File: src/hw/rtl/vgci_pkg.sv
// shared constants and types for the voxel grid cluster index block
package vgci_pkg;

    localparam int MAX_BATCHES = 16;
    localparam int COORD_WIDTH = 32;
    localparam int BATCH_W     = 4;
    localparam int VSIZE_W     = 31;
    localparam int INDEX_W     = 64;
    // dividend width: three bits more than a coordinate, to hold a coordinate minus an origin
    localparam int DIV_W       = COORD_WIDTH + 3;

    typedef enum logic [1:0] {
        OP_CLEAR    = 2'd0,
        OP_ACCUM    = 2'd1,
        OP_CLASSIFY = 2'd2,
        OP_NONE     = 2'd3
    } op_t;

    typedef struct packed {
        logic signed [COORD_WIDTH-1:0] low_x;
        logic signed [COORD_WIDTH-1:0] low_y;
        logic signed [COORD_WIDTH-1:0] low_z;
        logic signed [COORD_WIDTH-1:0] high_x;
        logic signed [COORD_WIDTH-1:0] high_y;
    } bbox_t;

    typedef struct packed {
        logic start;
        logic busy;
        logic done;
    } unit_ctl_t;

endpackage

File: src/hw/rtl/vgci_mul.sv
// shift-add multiplier, product modulo 2^64, stops when the multiplier runs out of ones
module vgci_mul
    import vgci_pkg::*;
(
    input  logic               clk,
    input  logic               rst_n,
    input  logic               start,
    input  logic [INDEX_W-1:0] mcand,
    input  logic [INDEX_W-1:0] mplier,
    output logic               busy,
    output logic               done,
    output logic [INDEX_W-1:0] product
);

    logic [INDEX_W-1:0] a_reg;
    logic [INDEX_W-1:0] b_reg;
    logic [INDEX_W-1:0] acc_reg;
    logic               busy_reg;
    logic               done_reg;

    always_ff @(posedge clk or negedge rst_n)
    begin
        if (!rst_n)
        begin
            busy_reg <= 1'b0;
            done_reg <= 1'b0;
        end
        else
        begin
            done_reg <= 1'b0;
            if (start)
            begin
                a_reg    <= mcand;
                b_reg    <= mplier;
                acc_reg  <= '0;
                busy_reg <= 1'b1;
            end
            else if (busy_reg)
            begin
                if (b_reg != '0)
                begin
                    if (b_reg[0])
                    begin
                        acc_reg <= acc_reg + a_reg;
                    end
                    a_reg <= {a_reg[INDEX_W-2:0], 1'b0};
                    b_reg <= {1'b0, b_reg[INDEX_W-1:1]};
                end
                else
                begin
                    done_reg <= 1'b1;
                    busy_reg <= 1'b0;
                end
            end
        end
    end

    assign busy    = busy_reg;
    assign done    = done_reg;
    assign product = acc_reg;

endmodule
File: config.mk
export PLATFORM = sky130hd
export DESIGN_NAME = vgci_mul
export DESIGN_NICKNAME = d
export VERILOG_FILES = /design/src/hw/rtl/vgci_pkg.sv /design/src/hw/rtl/vgci_mul.sv
export SDC_FILE = /design/constraint.sdc
export NUM_CORES = 1
export LEC_CHECK = 0
export BUFFER_PORTS_ARGS = -buffer_cell sky130_fd_sc_hd__buf_2
export CAP_MARGIN = 25
export CORE_MARGIN = 5
export CORE_UTILIZATION = 52
export CTS_BUF_LIST = sky130_fd_sc_hd__clkbuf_8
export DETAILED_ROUTE_END_ITERATION = 8
export PLACE_DENSITY = 0.72
export SLEW_MARGIN = 20
export SYNTH_ARGS = -nofsm -noshare
export SYNTH_HDL_FRONTEND = slang
export SYNTH_SLANG_ARGS = --single-unit
File: constraint.sdc
create_clock -name clk -period 6.5 [get_ports clk]
set_input_delay 0.65 -clock clk [delete_from_list [all_inputs] [get_ports clk]]
set_output_delay 0.65 -clock clk [all_outputs]
set_load 0.005 [all_outputs]
# After elaboration in Yosys (flattened, before gate mapping)
# Index checks and enable logic that the tools add are counted.
# op_classes
addsub	1
muxes	15
n_reduce_logical	4
# ops
op	n
$mux W64	9
$add A64 B64 Y64	1
$reduce_bool A64 Y1	1
$mux W1	6
$reduce_bool A2 Y1	2
$reduce_and A3 Y1	1
# totals
elab_cells	25
regBits	194
output_inout_bits	66

# Logic depth before layout (Yosys ltp)
# Gate-level depths: netlist of the first run.
# logic_depth
ltp_word	4
depth_mapped	12

# Worst setup path after synthesis of the first run
# No wires, ideal clock.
# synth_path
path_type	input -> register
start	input port start
end	register a_reg[0], enable pin
cell_stages	4
t_arrival_ns	4.327
slack_ns	1.671
cell_sequence	clkbuf_1 > clkbuf_1 > or2_2 > and2_1
# synth_via
elab_chain_cells	2
elab_cells_between_ends	3
cone_classes	reduce/logical: 3
# synth_lines
item	line	source
from (decl)	vgci_mul.sv:7	input logic start,
$reduce_bool A2 Y1 (no line)	n/a	
$reduce_and A3 Y1 (no line) (*)	n/a	
to (signal assigned)	vgci_mul.sv:33	a_reg <= mcand;
to (signal assigned)	vgci_mul.sv:46	a_reg <= {a_reg[INDEX_W-2:0], 1'b0};
to (decl)	vgci_mul.sv:15	logic [INDEX_W-1:0] a_reg;
# Every way passes the cells marked *; elsewhere a longest branch is shown, timed or not.
# A chain may end at the register's enable or synchronous reset.

# Final worst setup path of the first run
# layout_path
start	register acc_reg[0], in the netlist product[0]
end	register acc_reg[58], in the netlist product[58], data pin
# layout_via
elab_chain_cells	4
# layout_lines
item	line	source
from (decl)	vgci_mul.sv:17	logic [INDEX_W-1:0] acc_reg;
from (signal assigned)	vgci_mul.sv:44	acc_reg <= acc_reg + a_reg;
$add A64 B64 Y64	vgci_mul.sv:44	
$mux W64	vgci_mul.sv:42	if (b_reg[0])
$mux W64	vgci_mul.sv:40	if (b_reg != '0)
$mux W64	vgci_mul.sv:38	else if (busy_reg)
# No other way between the ends.

==> results of run 1 <==
## power breakdown
part | switching, mW | internal, mW
Clock | 0.596 | 0.333
Combinational | 0.537 | 0.395
Sequential | 0.0771 | 1.51
Total | 1.21 | 2.24
## metal layers
layer  up-vias  part of all wire [%]  track usage [%]
met1      4546                    43             32.2
met5         -                  0.11                0
li1       4666                     -                -
met4         6                   2.2             6.52
met3        56                   8.2             5.75
met2       381                    46             37.6
## final timing paths
path	start	depth (start not counted)	endpoint
worst max-delay path	product[0]$_SDFFCE_PP0P_	11	product[58]$_SDFFCE_PP0P_
worst min-delay path	rst_n	1	busy$_DFF_PN0_
min in group clk	mplier[36]	2	b_reg[36]$_DFFE_PP_
worst max register to register	product[0]$_SDFFCE_PP0P_	11	product[58]$_SDFFCE_PP0P_
worst min register to register	busy$_DFF_PN0_	1	done$_DFF_PN0_
max in group asynchronous	rst_n	1	done$_DFF_PN0_
## worst reg2reg max path: stages, from the launching register on
cell      delay (ns)
edfxtp_1        0.44
ha_1            0.26
fa_1            0.41
a21o_1          0.20
nand4_1         0.08
o211ai_1        0.18
a221o_1         0.42
a221oi_1        0.81
nor4_1          0.17
nor3b_2         0.31
xor2_1          0.19
o21ai_0         0.08
## metrics by stage
stage               setup WS [ns]  power (mW)  util [%]  cell area, µm²  hold slack (ns)
finish                       2.69        3.45      59.5           13900            0.169
global route                 2.52        3.63      59.5           13900            0.162
CTS                          2.78        3.45      59.5           13900            0.158
detailed placement           2.79        2.54      57.5           13400            0.550
global placement             2.87        2.52      57.5           13400            0.552
floorplan                    1.67        2.26         -           12200            0.354
## cell usage in the layout, fill, tap and decap left out, types with 17 or more instances in the layout
cell type	count
edfxtp_1	192
nor4_1	19
buf_2	195
inv_1	19
xnor2_1	20
nand2_1	128
nand4_1	33
nor3_1	21
xor2_1	22
nand3_1	23
o21ai_0	57
a21oi_1	111
a21o_1	38
ha_1	63
clkbuf_8	17
mux2_2	126
nor2_1	50
## cells by family after synthesis
family	Yosys count	share of synthesized area, %
buf+inv	83	2.68
simple gates	324	12.7
fa+ha+maj	64	6.61
flops	194	47.5
compound gates	303	15.9
mux	126	11.6
xor+xnor	42	3.01
## layout make-up
class	count	area, µm²	share of cell area, %
multi-input cells	859	6100	43.9
inverters	19	71.3	0.514
diodes	1	2.50	0.0180
clock buffers	17	234	1.68
flip-flops and latches	194	5820	41.9
repair buffers	202	1030	7.43
clock inverters	15	238	1.71
well taps	319	399	2.87
==> metrics.csv, run 1 <==
stage,metric,value,unit
worst_setup_path,CP endpoint kind,register,
worst_setup_path,CP max stage cell,a221oi_1,
global_routing,initial antenna violation count,4,
die,die area,0.0267,mm²
synthesis,Yosys cell types,65,
global_routing,Total GRT Usage,23.5,%
timing,Fin Setup TNS,0,ns
timing,FMAX,0.263,GHz
pwr,static leakage,5.51,nW
die,Initial Util,52.4,%
clock_network,CTS tree,built,
timing,"Slew Viols, Final",0,
timing,final hold viol count,0,
clock_network,Max H-tree Level,4,
hold_path,Worst Hold Class,in -> async,
die,Die Wd,163,µm
route,total vias in the final route,9655,
synthesis,Synth warnings,0,
clock_network,Resize count post-CTS,0,
flow_run,max-cap violation count,0,
clock_network,CTS Buf Count,17,
worst_setup_path,worst-path cell chain,ha_1 -> fa_1 -> a21o_1 -> nand4_1 -> o211ai_1 -> a221o_1 -> a221oi_1 -> nor4_1 -> nor3b_2 -> xor2_1 -> o21ai_0,
timing,period utilisation layout,58.6,%
global_routing,grt ovf,0,
placement,port bufs,196,
die,FP Rows,56,
clock_network,CTS Root Cell,clkbuf_8,
worst_setup_path,WP data required,6.74,ns
pwr,Peak VDD IR,0.145,mV
synthesis,sequential share of the synthesized area,47.5,%
worst_setup_path,largest stage delay on the critical path,0.81,ns
clock_network,clock transition at the registers of the reported paths,0.13,ns
pwr,Power Density,248,mW/mm²
worst_setup_path,worst reg2reg setup slack,2.69,ns
timing,Final Critical Period,3.81,ns
worst_setup_path,CP bufs+invs,0,
synthesis,most frequent cell after synthesis,edfxtp_1,
global_routing,largest net degree at the start of global routing,94,
global_routing,vias in the first global route,9536,
die,I/O pins,197,
route,Residual DRC,0,
final_layout,non-filler instance count after layout,1626,
synthesis,ys async rst share,1.03,%
clock_network,Post-CTS Hold Buffers,0,
final_layout,share of cells above drive strength 1,28.5,%
synthesis,Syn Inst Count,1136,
synthesis,syn_area_per_cell,10.8,µm²
timing,Clock Skew,0.0309,ns
clock_network,Max Buffers Root-to-Sink,2,
clock_network,setup bufs post-CTS,0,
synthesis,Netlist Area Pre-Place,0.0122,mm²
placement,Inst Count DP,1593,
route,DRT Pass-1 Iters,5,
route,Starting DRT DRC Count,862,
synthesis,Synth area leader,edfxtp_1,
timing,# setup viols final,0,
synthesis,Syn Nets,1331,
worst_setup_path,Crit Path Max Fanout,4,
worst_setup_path,"delay-heaviest family, CP",compound AO/OA/AOI/OAI gates,
final_layout,nets@finish,1488,
route,WL/cell,19.3,µm
synthesis,#FFs+latches synth,194,
final_layout,area growth from synthesis to layout,13.5,%
route,Via-to-Cell Ratio,5.94,
worst_setup_path,Critical Path Source Type,register,
worst_setup_path,WS Path Type,reg -> reg,
run_status,status,completed,
placement,Final GP Congestion,0.952,
synthesis,"EDFF count, synth",192,
synthesis,Synth area leaders,"edfxtp_1, mux2_2, ha_1",
timing,unrepaired setup endpoints after global routing,no,
global_routing,global-route wire length before repair,50100,µm
synthesis,synth cell count leaders,"edfxtp_1, nand2_1, mux2_2",
synthesis,prevailing post-synth register cell,edfxtp_1,
route,WL final,31400,µm
clock_network,worst skew pair latency,0.51,ns
worst_setup_path,data arrival time of the worst path,4.04,ns
clock_network,Num Clock Sinks,194,
timing,max_slew headroom,32.0,%
timing,Least-Margin Pin Slew,1.02,ns
die,area of the core,0.0233,mm²
placement,post-DP HPWL,22800,µm
die,Die Y,163,µm
synthesis,area share of the largest cell type after synthesis,47.1,%
route,post-route ant nets,0,
final_layout,number of fill cells in the layout,2000,
Note: power is estimated with default switching activity, not from simulation.
==> run 2, diff against run 1 <==
Clock period 6.5 ns to 3.9 ns, I/O delays scaled along.
==> metrics.csv, run 2 (same netlist as run 1, synthesis figures left out) <==
stage,metric,value,unit,change
run_status,status,completed,,
die,I/O pins,197,,unchanged
timing,final hold viol count,0,,unchanged
global_routing,vias in the first global route,9586,,+0.52%
die,Die Y,163,µm,unchanged
final_layout,nets@finish,1498,,+0.67%
flow_run,max-cap violation count,0,,unchanged
timing,hold slack,0.162,ns,-0.00657 ns
timing,Least-Margin Pin Slew,0.923,ns,-0.0973 ns
timing,Clock Skew,0.0341,ns,+0.00317 ns
global_routing,grt ovf,0,,unchanged
timing,Final Critical Period,3.57,ns,-0.234 ns
worst_setup_path,WP data required,4.14,ns,-2.60 ns
clock_network,Num Clock Sinks,194,,unchanged
route,DRT Pass-1 Iters,7,,+2
final_layout,"Core Util, Final",60.1,%,+0.54 points
timing,unrepaired setup endpoints after global routing,no,,
die,area of the core,0.0233,mm²,unchanged
clock_network,CTS tree,built,,
final_layout,area of the multi-input gates,0.00610,mm²,about the same
final_layout,share of cells above drive strength 1,29.0,%,+0.54 points
final_layout,most frequent cells in the layout,"buf_2, edfxtp_1, nand2_1",,
route,Residual DRC,0,,unchanged
route,total vias in the final route,9752,,+1.0%
route,WL final,31500,µm,+0.42%
placement,post-DP HPWL,22700,µm,-0.70%
clock_network,clock transition at the registers of the reported paths,0.15,ns,+0.02 ns
die,die area,0.0267,mm²,unchanged
clock_network,setup bufs post-CTS,0,,unchanged
final_layout,"leading cell type in the layout, fill and taps excluded",buf_2,,
pwr,Peak VDD IR,0.246,mV,+70%
timing,"Slew Viols, Final",0,,unchanged
worst_setup_path,Crit Path Max Fanout,4,,unchanged
route,post-route ant nets,0,,unchanged
global_routing,largest net degree at the start of global routing,89,,-5.3%
global_routing,initial antenna violation count,2,,-2
final_layout,area growth from synthesis to layout,14.5,%,
timing,# setup viols final,0,,unchanged
worst_setup_path,CP endpoint kind,register,,
pwr,Power Density,412,mW/mm²,+66%
final_layout,register area,0.00582,mm²,unchanged
clock_network,CTS Root Cell,clkbuf_8,,
placement,port bufs,196,,unchanged
clock_network,CTS Buf Count,17,,unchanged
placement,Final GP Congestion,0.938,,-1.5%
hold_path,Worst Hold Class,in -> reg,,
final_layout,number of fill cells in the layout,1992,,-0.40%
worst_setup_path,Critical Path Source Type,register,,
clock_network,Max H-tree Level,4,,unchanged
worst_setup_path,WS Path Type,reg -> reg,,
worst_setup_path,data arrival time of the worst path,3.81,ns,-0.23 ns
route,Starting DRT DRC Count,847,,-1.7%
die,Initial Util,52.4,%,unchanged
timing,period utilisation layout,91.6,%,+33 points
clock_network,Max Buffers Root-to-Sink,2,,unchanged
route,WL/cell,19.3,µm,-0.19%
global_routing,global-route wire length before repair,50200,µm,+0.34%
route,Via-to-Cell Ratio,5.96,,+0.39%
timing,FMAX,0.280,GHz,+6.6%
pwr,static leakage,5.57,nW,+1.1%
die,FP Rows,56,,unchanged
timing,max_slew headroom,38.2,%,+6.3 points
global_routing,Total GRT Usage,23.5,%,about the same
die,Die Wd,163,µm,unchanged
timing,Fin Setup TNS,0,ns,unchanged
clock_network,worst skew pair latency,0.51,ns,about the same
run 2: cell types whose count changed in the layout (fill, tap and decap cells not counted):
cell | previous run | this run
inv_6 | 1 | 2
buf_12 | 0 | 2
a22oi_2 | 0 | 1
buf_16 | 0 | 1
buf_4 | 6 | 12
inv_8 | 2 | 1
a22oi_1 | 1 | 0
dlygate4sd3_1 | 0 | 1
run 2: what timing repair did:
| item | CTS | global route |
|---|---|---|
| hold endpoints to repair | 2 | 0 |
| gates resized for setup | 0 | 1 |
| hold buffers | 1 | 0 |
| setup endpoints to repair | 0 | 2 |
run 2: through the flow:
step / setup slack, ns / power [mW] / cell area (µm²) / cells
global placement: 0.383 / 4.21 / 13500 / 1600
finish: 0.327 / 5.78 / 14000 / 1636
detailed placement: 0.275 / 4.23 / 13500 / 1600
floorplan: 0.665 / 3.77 / 12200 / 1136
global route: 0.0953 / 6.09 / 14000 / 1635
CTS: 0.233 / 5.78 / 14000 / 1633
run 2: report_power, final:
part           leakage, nW  switching [mW]  internal, mW
logic                 3.41           0.898         0.675
clock network        0.232            1.01         0.553
registers             1.93           0.125          2.52
run 2: cell type report:
class | instances | area share, %
multi-input combinational | 859 | 43.5
sequential | 194 | 41.5
timing repair buffer | 212 | 8.24
tap | 319 | 2.85
clock inverter | 15 | 1.68
clock buffer | 17 | 1.67
inverter | 19 | 0.509
antenna | 1 | 0.0179
run 2: worst max-delay path, cell delays in order, from the launching register on:
cell,delay [ns]
edfxtp_1,0.44
ha_1,0.26
fa_1,0.40
a21o_1,0.21
nand4_1,0.09
o211ai_1,0.21
a221o_1,0.42
a221oi_1,0.43
buf_4,0.22
nor4_1,0.07
nor3b_2,0.31
xor2_1,0.17
o21ai_0,0.09
run 2: worst paths after layout:
path	from	slack, ns	depth (start not counted)	to
hold / removal	mcand[14]	0.16	2	a_reg[14]$_DFFE_PP_
setup reg to reg	product[0]$_SDFFCE_PP0P_	0.33	12	product[58]$_SDFFCE_PP0P_
max in group asynchronous	rst_n	3.37	3	done$_DFF_PN0_
hold reg to reg	busy$_DFF_PN0_	0.56	1	done$_DFF_PN0_
setup / recovery	product[0]$_SDFFCE_PP0P_	0.33	12	product[58]$_SDFFCE_PP0P_
min in group asynchronous	rst_n	0.35	3	busy$_DFF_PN0_
run 2: routing by layer:
metal | part of all wire, % | GRT usage (%)
met5 | 0.11 | 0
met4 | 2.2 | 7.01
met3 | 8.0 | 5.25
met2 | 46 | 37.2
met1 | 44 | 32.7
