[config.mk]
export PLATFORM = sky130hd
export DESIGN_NAME = vgci_div
export DESIGN_NICKNAME = d
export VERILOG_FILES = /design/src/hw/rtl/vgci_pkg.sv /design/src/hw/rtl/vgci_div.sv
export SDC_FILE = /design/constraint.sdc
export NUM_CORES = 1
export LEC_CHECK = 0
export BUFFER_PORTS_ARGS = -buffer_cell sky130_fd_sc_hd__buf_4
export CORE_MARGIN = 2
export CORE_UTILIZATION = 48
export CTS_CLUSTER_SIZE = 10
export DETAILED_ROUTE_END_ITERATION = 8
export PLACE_DENSITY = 0.79
export SYNTH_ARGS = -nofsm -noshare
export SYNTH_HDL_FRONTEND = slang
export SYNTH_SLANG_ARGS = --single-unit
[constraint.sdc]
create_clock -name clk -period 4.35 [get_ports clk]
set_input_delay 0.2175 -clock clk [delete_from_list [all_inputs] [get_ports clk]]
set_output_delay 0.2175 -clock clk [all_outputs]
set_load 0.05 [all_outputs]
[src/hw/rtl/vgci_pkg.sv]
// shared constants and types for the voxel grid cluster index block
package vgci_pkg;

    localparam int MAX_BATCHES = 16;
    localparam int COORD_WIDTH = 32;
    localparam int BATCH_W     = 4;
    localparam int VSIZE_W     = 31;
    localparam int INDEX_W     = 64;
    // dividend width: three bits more than a coordinate, to hold a coordinate minus an origin
    localparam int DIV_W       = COORD_WIDTH + 3;

    typedef enum logic [1:0] {
        OP_CLEAR    = 2'd0,
        OP_ACCUM    = 2'd1,
        OP_CLASSIFY = 2'd2,
        OP_NONE     = 2'd3
    } op_t;

    typedef struct packed {
        logic signed [COORD_WIDTH-1:0] low_x;
        logic signed [COORD_WIDTH-1:0] low_y;
        logic signed [COORD_WIDTH-1:0] low_z;
        logic signed [COORD_WIDTH-1:0] high_x;
        logic signed [COORD_WIDTH-1:0] high_y;
    } bbox_t;

    typedef struct packed {
        logic start;
        logic busy;
        logic done;
    } unit_ctl_t;

endpackage

[src/hw/rtl/vgci_div.sv]
// iterative signed floor divider, one quotient bit per cycle
module vgci_div
    import vgci_pkg::*;
(
    input  logic                     clk,
    input  logic                     rst_n,
    input  logic                     start,
    input  logic signed [DIV_W-1:0]  dividend,
    input  logic [VSIZE_W-1:0]       divisor,
    output logic                     busy,
    output logic                     done,
    output logic signed [DIV_W-1:0]  quotient
);

    localparam int CNT_W = $clog2(DIV_W + 1);

    logic [DIV_W-1:0]   mag_reg;
    logic [VSIZE_W:0]   rem_reg;
    logic               neg_reg;
    logic [CNT_W-1:0]   cnt_reg;
    logic               busy_reg;
    logic               done_reg;
    logic signed [DIV_W-1:0] quot_reg;

    logic [VSIZE_W+1:0] trial;
    logic [VSIZE_W+1:0] diff;
    logic               fits;
    logic [DIV_W-1:0]   abs_in;
    logic [DIV_W-1:0]   floor_q;

    assign trial   = {rem_reg, mag_reg[DIV_W-1]};
    assign diff    = trial - {2'b00, divisor};
    assign fits    = trial >= {2'b00, divisor};
    assign abs_in  = dividend[DIV_W-1] ? (~dividend + 1'b1) : dividend;
    assign floor_q = neg_reg ? (~mag_reg + 1'b1 - {{(DIV_W-1){1'b0}}, (rem_reg != '0)})
                             : mag_reg;

    always_ff @(posedge clk or negedge rst_n)
    begin
        if (!rst_n)
        begin
            busy_reg <= 1'b0;
            done_reg <= 1'b0;
            cnt_reg  <= '0;
        end
        else
        begin
            done_reg <= 1'b0;
            if (start)
            begin
                mag_reg  <= abs_in;
                rem_reg  <= '0;
                neg_reg  <= dividend[DIV_W-1];
                cnt_reg  <= CNT_W'(DIV_W);
                busy_reg <= 1'b1;
            end
            else if (busy_reg)
            begin
                if (cnt_reg != '0)
                begin
                    rem_reg <= fits ? diff[VSIZE_W:0] : trial[VSIZE_W:0];
                    mag_reg <= {mag_reg[DIV_W-2:0], fits};
                    cnt_reg <= cnt_reg - 1'b1;
                end
                else
                begin
                    quot_reg <= floor_q;
                    done_reg <= 1'b1;
                    busy_reg <= 1'b0;
                end
            end
        end
    end

    assign busy     = busy_reg;
    assign done     = done_reg;
    assign quotient = quot_reg;

endmodule

### Word-level counts from Yosys, hierarchy flattened

Index checks and enable logic that the tools add are counted.

* eq/ne operators: 0
* reduce and logical (&&, ||, !) cells: 8
* div/mod/pow operators: 0
* bitwise logic cells: 4
* magnitude comparators: 1
* multiplexer cells: 17
* multipliers: 0
* $add $sub $neg: 5
* shift-type cells: 0

Operators by type and width (number)
* two-way mux 35 bit: 5
* two-way mux 32 bit: 3
* adder 35 x 1 -> 35 bit, second input constant: 2
* inverter 35 bit: 2
* subtractor 35 x 1 -> 35 bit: 1
* greater-or-equal comparator 33 x 31 -> 1 bit: 1
* nonzero test 32 bit: 1
* subtractor 32 x 31 -> 32 bit: 1
* two-way mux 6 bit: 3
* two-way mux 1 bit: 6
* nonzero test 6 bit: 1
* subtractor 6 x 1 -> 6 bit, second input constant: 1
* AND reduction 2 bit: 2
* AND reduction 4 bit: 1
* nonzero test 2 bit: 2
* AND reduction 3 bit: 1
* inverter 1 bit: 2

* memories kept: 0
* memory bits (read-only): 0
* output and inout bits: 37
* memory bits (writable): 0
* latch bits: 0
* bits in registers: 111

### Longest topological paths before layout

Gate-level depths: netlist of the first run.

* word-level depth: 4
* depth in mapped cells: 16

### Worst setup path after synthesis of the first run

No wires, ideal clock.

* kind: flip-flop to flip-flop
* from: register cnt_reg[0]
* to: register mag_reg[0], enable pin
* path slack: 1.047 ns
* cell stages (with the launch flop): 8
* buffers on the path: 2
* required time: 3.919 ns
* data arrival time: 2.872 ns
* clock period less this slack: 3.303 ns
* cell sequence: dfrtp_1 inv_1 ha_1 or3b_2 clkbuf_1 a21oi_2 buf_2 nor2b_1

* word-level cells in the longest chain between the ends: 3

Ends and longest elaborated chain
* start, declared: line vgci_div.sv:20 `logic [CNT_W-1:0] cnt_reg;`
* start signal, assigned: line vgci_div.sv:54 `cnt_reg <= CNT_W'(DIV_W);`
* start signal, assigned: line vgci_div.sv:63 `cnt_reg <= cnt_reg - 1'b1;`
* nonzero test 6 bit: line vgci_div.sv:59 `if (cnt_reg != '0)`
* nonzero test 2 bit (no line)
* AND reduction 3 bit (no line)
* end signal, assigned: line vgci_div.sv:51 `mag_reg <= abs_in;`
* end signal, assigned: line vgci_div.sv:62 `mag_reg <= {mag_reg[DIV_W-2:0], fits};`
* end, declared: line vgci_div.sv:17 `logic [DIV_W-1:0] mag_reg;`

No other way between the ends.
A chain may end at the register's enable or synchronous reset.

### Worst setup path after layout of the first run

* from: register rem_reg[13]
* to: register quot_reg[27] (netlist: quotient[27]), data pin

* word-level cells in the longest chain between the ends: 3

Ends and longest elaborated chain
* start, declared: line vgci_div.sv:18 `logic [VSIZE_W:0] rem_reg;`
* start signal, assigned: line vgci_div.sv:61 `rem_reg <= fits ? diff[VSIZE_W:0] : trial[VSIZE_W:0];`
* nonzero test 32 bit: line vgci_div.sv:35 `assign floor_q = neg_reg ? (~mag_reg + 1'b1 - {{(DIV_W-1){1'b0}}, (rem_reg != '0)})`
* subtractor 35 x 1 -> 35 bit: line vgci_div.sv:35
* two-way mux 35 bit: line vgci_div.sv:35
* net floor_q[27]: line vgci_div.sv:29 `logic [DIV_W-1:0] floor_q;`
* end signal, assigned: line vgci_div.sv:67 `quot_reg <= floor_q;`
* end, declared: line vgci_div.sv:23 `logic signed [DIV_W-1:0] quot_reg;`

The timed path passes the listed nets, and every way through them passes these cells.

==> results of run 1 <==
final timing paths:
check                              from            to  slack (ps)  cells after the start
setup / recovery            rem_reg[13]  quotient[27]         330                     16
hold / removal             dividend[12]   mag_reg[12]         240                      3
setup reg to reg            rem_reg[13]  quotient[27]         330                     16
hold reg to reg              cnt_reg[5]    cnt_reg[5]         530                      2
max in group asynchronous         rst_n    cnt_reg[1]        3540                      2
min in group asynchronous         rst_n          busy         420                      2
where the power goes:
group          total (W)  switching (W)  internal (W)
Clock           0.000852       0.000445      0.000407
Combinational    0.00150       0.000881      0.000621
Sequential       0.00141      0.0000943       0.00132
Total            0.00376        0.00142       0.00234
synth_stat cells (6+ instances only):
master	instances
a21o_1	23
o211ai_1	24
nand4_1	33
o21ai_0	65
edfxtp_1	103
nand3_1	17
a31oi_1	7
nor3_1	26
nor4_1	12
nand2_1	118
o21a_1	8
o41ai_1	6
nor2b_1	10
xor2_1	56
clkbuf_1	35
a211oi_1	10
nand2b_1	8
nor2_1	62
xnor2_1	37
or4_1	6
dfrtp_1	8
ha_1	70
mux2i_1	9
inv_1	82
o21bai_1	9
and2_1	13
a21oi_1	94
o31ai_1	22
buf_2	12
or3_1	13
critical path, stage by stage, from the launching register on:
cell	delay, ps
edfxtp_1	450
nor4_1	490
nand4_1	230
nor2_1	170
ha_1	170
ha_1	180
inv_1	70
ha_1	240
o21ba_2	220
o21ai_0	340
nand3_1	120
o211ai_1	200
a211oi_1	180
o21ai_0	320
o31ai_1	120
xor2_1	140
a21oi_1	90
area by class of cell:
| type | instances | share of cell area (%) |
|---|---|---|
| repair buffers | 117 | 8.27 |
| inverters | 82 | 2.89 |
| flip-flops and latches | 111 | 30.9 |
| clock inverters | 7 | 0.669 |
| clock buffers | 9 | 2.11 |
| multi-input cells | 827 | 52.0 |
| well taps | 265 | 3.11 |
through the flow:
stage                     instance area (um2)  total power, W  setup WS [ps]  cells
final                                   10700         0.00376            335   1418
after global routing                    10700         0.00398            114   1418
after CTS                               10700         0.00376            404   1418
after detailed placement                10300         0.00290            458   1401
after global placement                  10300         0.00287            559   1401
after floorplan                          9340         0.00253           1050   1070
cell families (layout without fill, tap and decap cells):
| family | Yosys count | count (layout) | synth area share, % |
|---|---|---|---|
| flip-flops | 111 | 111 | 35.3 |
| adder cells (fa/ha/maj) | 71 | 71 | 9.59 |
| buffers and inverters | 132 | 215 | 5.47 |
| AO/OA/AOI/OAI | 314 | 314 | 22.0 |
| multiplexers | 9 | 9 | 0.965 |
| AND/OR/NAND/NOR | 340 | 340 | 18.0 |
| XOR/XNOR | 93 | 93 | 8.72 |
metal layers:
metal | wire length (um) | part of all wire (%) | vias up
met5 | 0 | 0 | -
met4 | 697 | 2.9 | 0
met3 | 1210 | 5.0 | 50
met2 | 12000 | 50 | 279
met1 | 10200 | 42 | 3887
li1 | - | - | 4101
==> impl_metrics.yaml, run 1 <==
run_status:
  status: "finished, final reports clean"
timing:
  finalHoldViolCount: 0
  period_minus_slack_ps: 4020
  setup-tns-final_ps: 0
  slew-limit-headroom_pct: 26.9
  final.setup_skew_ps: 14.3
  fin_crit_sh_pct: 92.3
  fmax_mhz: 249
  setup_viol: 0
  finalMaxSlewViolations: 0
  whs_ps: 241
  timing_worst_slew_pin_value_ps: 1090
  rsz0062_at_grt: "no"
cells_and_area:
  drive_gt1_share_pct: 13.3
  fill_cells: 1790
  nNetsFinal: 1288
  final_common_cell: "nand2_1"
  post-route-util_pct: 55.3
  final_cell_mix: "118 x nand2_1, 116 x buf_4, 103 x edfxtp_1"
  syn_to_final_growth_pct: 14.1
  antenna_cells: 0
  multiInputGateArea_mm2: 0.00555
  register_area_mm2: 0.00329
clock_tree:
  cts_hold_buf: 1
  cts.sinks: 111
  clock_latency_ps: 370
  path_clk_slew_ps: 90
  clockBufferDepth: 2
  cts_setup_buffers: 0
  htree_levels: 3
  cts_resized: 0
  root_buffer: "clkbuf_16"
  numCtsBuffers: 9
  cts_tree: "yes"
synth:
  syn_nets: 1210
  yosys_warnings: 0
  synth_edf_count: 103
  netlist_area_mm2: 0.00934
  yosysTopAreaCell: "edfxtp_1"
  ys_seq_area_share_pct: 35.3
  synth_area_per_cell_um2: 8.73
  yosysUniqueCellTypes: 73
  synth.top_cell.area_share_pct: 33.1
  synth-main-ff-cell: "edfxtp_1"
  synthArstFlopShare_pct: 7.21
  synthTopCellsByArea: "edfxtp_1 33%, ha_1 9.4%, xor2_1 5.3%, a21oi_1 5.0%, nand2_1 4.7%"
  syn_inst: 1070
  ys_ff_latch: 111
routing:
  drcViolationCount: 0
  ant_nets: 0
  first_iter_violations: 536
  totalWireLength_um: 24100
  wl_per_cell_um: 17.0
  via_count: 8317
  drt-pass1-iter-count: 5
  vias_per_cell: 5.87
critical_path:
  required_ps: 4430
  arrival_ps: 4100
  cp-start-kind: "flip-flop"
  crit_fanout: 4
  end_kind: "flip-flop"
  crit_type: "reg2reg"
power_and_ir_drop:
  ir_drop_uv: 211
  powerDensity_mw_per_mm2: 353
  p_leak_nw: 4.41
place:
  dp_hpwl_um: 18100
  gp_congestion: 0.890
  portBuffers: 105
global_routing:
  top_usage_layer: "met2"
  overflow: 0
  globalRouteMet3Util_pct: 3.97
  grt_pass1_wl_um: 38700
  grt_util_met1_pct: 29.1
  grt_pass1_vias: 7983
  grtUsageTotal_pct: 23.4
  antenna_found_initial: 0
  grt_start_max_net_pins: 81
  met2_usage_pct: 41.0
die:
  rows: 51
  die_w_um: 143
  start_util_pct: 48.5
  die_h_um: 143
  die_area_mm2: 0.0206
  pin_count: 106
  core_mm2: 0.0193
run:
  max_cap_violations: 0
min_path:
  holdCritPathClass: "in2reg"
(Power assumes the default switching activity.)
==> run 2: changes to the inputs <==
--- a/config.mk
+++ b/config.mk
@@ -5,12 +5,12 @@
 export SDC_FILE = /design/constraint.sdc
 export NUM_CORES = 1
 export LEC_CHECK = 0
-export BUFFER_PORTS_ARGS = -buffer_cell sky130_fd_sc_hd__buf_4
 export CORE_MARGIN = 2
 export CORE_UTILIZATION = 48
 export CTS_CLUSTER_SIZE = 10
 export DETAILED_ROUTE_END_ITERATION = 8
-export PLACE_DENSITY = 0.79
+export DONT_BUFFER_PORTS = 1
+export PLACE_DENSITY = 0.74
 export SYNTH_ARGS = -nofsm -noshare
 export SYNTH_HDL_FRONTEND = slang
 export SYNTH_SLANG_ARGS = --single-unit
==> run 2 against run 1 <==
Effect of this change: sequential cell count did not move; setup slack gained 140 ps; power fell by 1.9%; combinational power is 5% lower; count of clock-buffer cells in the layout did not move; sequential power hardly changed; largest power group unchanged; largest cell class unchanged.
==> impl_metrics.yaml, run 2 (synthesis gave the netlist of run 1 again) <==
cells_and_area:
  nNetsFinal: 1185
  fill_cells: 1817
  drive_gt1_share_pct: 4.57
  final_common_cell: "nand2_1"
  syn_to_final_growth_pct: 6.02
  postLayoutCellArea_mm2: 0.00990
  final_cell_mix: "118 x nand2_1, 103 x edfxtp_1, 94 x a21oi_1"
  antenna_cells: 0
power_and_ir_drop:
  ir_drop_uv: 256
  p_int_w: 0.00231
  powerDensity_mw_per_mm2: 373
  p_sw_share_pct: 37.4
  power_frac_seq_pct: 38.2
  clkPwrFrac_pct: 23.3
  p_comb_share_pct: 38.5
  p_leak_nw: 3.93
  finalPower_w: 0.00369
  switching_power_w: 0.00138
clock_tree:
  htree_levels: 3
  clockBufferDepth: 2
  cts.sinks: 111
  root_buffer: "clkbuf_16"
  cts_resized: 0
  cts_tree: "yes"
  numCtsBuffers: 9
  path_clk_slew_ps: 80
  clock_latency_ps: 370
routing:
  vias_per_cell: 6.05
  routed-wl-met2_um: 10900
  met1_length_um: 10300
  ant_nets: 0
  totalWireLength_um: 23500
  wl_per_cell_um: 17.9
  first_iter_violations: 659
  top_layer_used: "met5"
  met3_wirelength_um: 1520
  drcViolationCount: 0
  drt-pass1-iter-count: 5
  via_count: 7962
critical_path:
  worstPathCellList: "nor4_1, nand4_1, nor2_1, ha_1, ha_1, inv_1, ha_1, o21ba_2, o21ai_0, nand3_1, o211ai_1, a211oi_1, o21ai_0, o31ai_1, xor2_1, a21oi_1"
  reg2regPathDepth: 16
  crit_fanout: 5
  r2r_setup_slack_ps: 470
  timing.critical_path.mode_cell: "ha_1"
  required_ps: 4460
  crit_type: "reg2reg"
  crit_path_top_delay_cell: "edfxtp_1"
  cp-start-kind: "flip-flop"
  r2r_start: "rem_reg[0]"
  arrival_ps: 3980
  rr_endpoint: "quotient[27]"
  cpPeakStageDelay_ps: 460
  end_kind: "flip-flop"
place:
  portBuffers: 0
  dp_hpwl_um: 17100
  postPlaceCellArea_mm2: 0.00955
  gp_congestion: 0.896
  dp_slack_ps: 547
min_path:
  whs_endpoint: "mag_reg[6]"
  hp-start: "start"
  worstHoldPathCells: 1
  holdCritPathClass: "in2reg"
timing:
  timing_worst_slew_pin_value_ps: 1110
  whs_ps: 63.1
  finalMaxSlewViolations: 0
  fin_ws_ps: 474
  setup_viol: 0
  setup-tns-final_ps: 0
  fmax_mhz: 258
  period_minus_slack_ps: 3880
  slew-limit-headroom_pct: 26.1
  rsz0062_at_grt: "no"
  finalHoldViolCount: 0
  fin_crit_sh_pct: 89.1
  final.setup_skew_ps: 8.80
die:
  die_w_um: 143
  rows: 51
  start_util_pct: 48.5
  core_mm2: 0.0193
  die_area_mm2: 0.0206
  die_h_um: 143
  pin_count: 106
global_routing:
  grtUsageTotal_pct: 22.9
  grt_pass1_wl_um: 37600
  grt_pass1_vias: 7594
  grt_start_max_net_pins: 76
  antenna_found_initial: 1
  overflow: 0
run_status:
  status: "finished, final reports clean"
run:
  max_cap_violations: 0
-- run 2: through the flow --
stage	utilization, %	instances
after floorplan	-	1070
after global placement	49.6	1295
after detailed placement	49.6	1295
after CTS	51.4	1315
after global routing	51.4	1315
final	51.4	1315
-- run 2: power by group through the flow --
stage	Sequential, W	Clock, W	Combinational, W
finish	0.00141	0.000861	0.00142
global route	0.00143	0.000897	0.00159
CTS	0.00141	0.000868	0.00141
detailed placement	0.00143	0	0.00138
global placement	0.00142	0	0.00137
floorplan	0.00140	0	0.00113
-- run 2: how the worst max path moves through the flow --
stage / start / to / slack (ps) / depth (start not counted)
floorplan: cnt_reg[0] / mag_reg[0] / 1050 / 7
global placement: rem_reg[20] / quotient[27] / 580 / 16
detailed placement: rem_reg[20] / quotient[27] / 550 / 16
CTS: rem_reg[20] / quotient[27] / 530 / 16
global route: rem_reg[13] / quotient[27] / 150 / 16
finish: rem_reg[0] / quotient[27] / 470 / 16
-- run 2: what timing repair did --
item | CTS | global route
setup buffers | 0 | 0
hold endpoints to repair | 47 | 0
hold buffers | 4 | 0
-- run 2: layout make-up --
class	count	area, um2	area share [%]
multi-input combinational	827	5550	56.0
sequential	111	3290	33.3
tap	265	332	3.35
inverter	82	308	3.11
clock buffer	9	225	2.28
timing repair buffer	14	125	1.26
clock inverter	7	70.1	0.708
-- run 2: critical path: cells and delay by family (launching register included) --
family                   cells  cell delay [ps]
AO/OA/AOI/OAI                7             1470
adder cells (fa/ha/maj)      3              530
flip-flops                   1              460
XOR/XNOR                     1              130
buffers and inverters        1               50
AND/OR/NAND/NOR              4              960
-- run 2: per-layer routing --
metal | up-vias | global-route usage (%)
li1 | 3887 | -
met1 | 3749 | 30.4
met2 | 278 | 37.4
met3 | 46 | 3.77
met4 | 2 | 8.82
met5 | - | 0
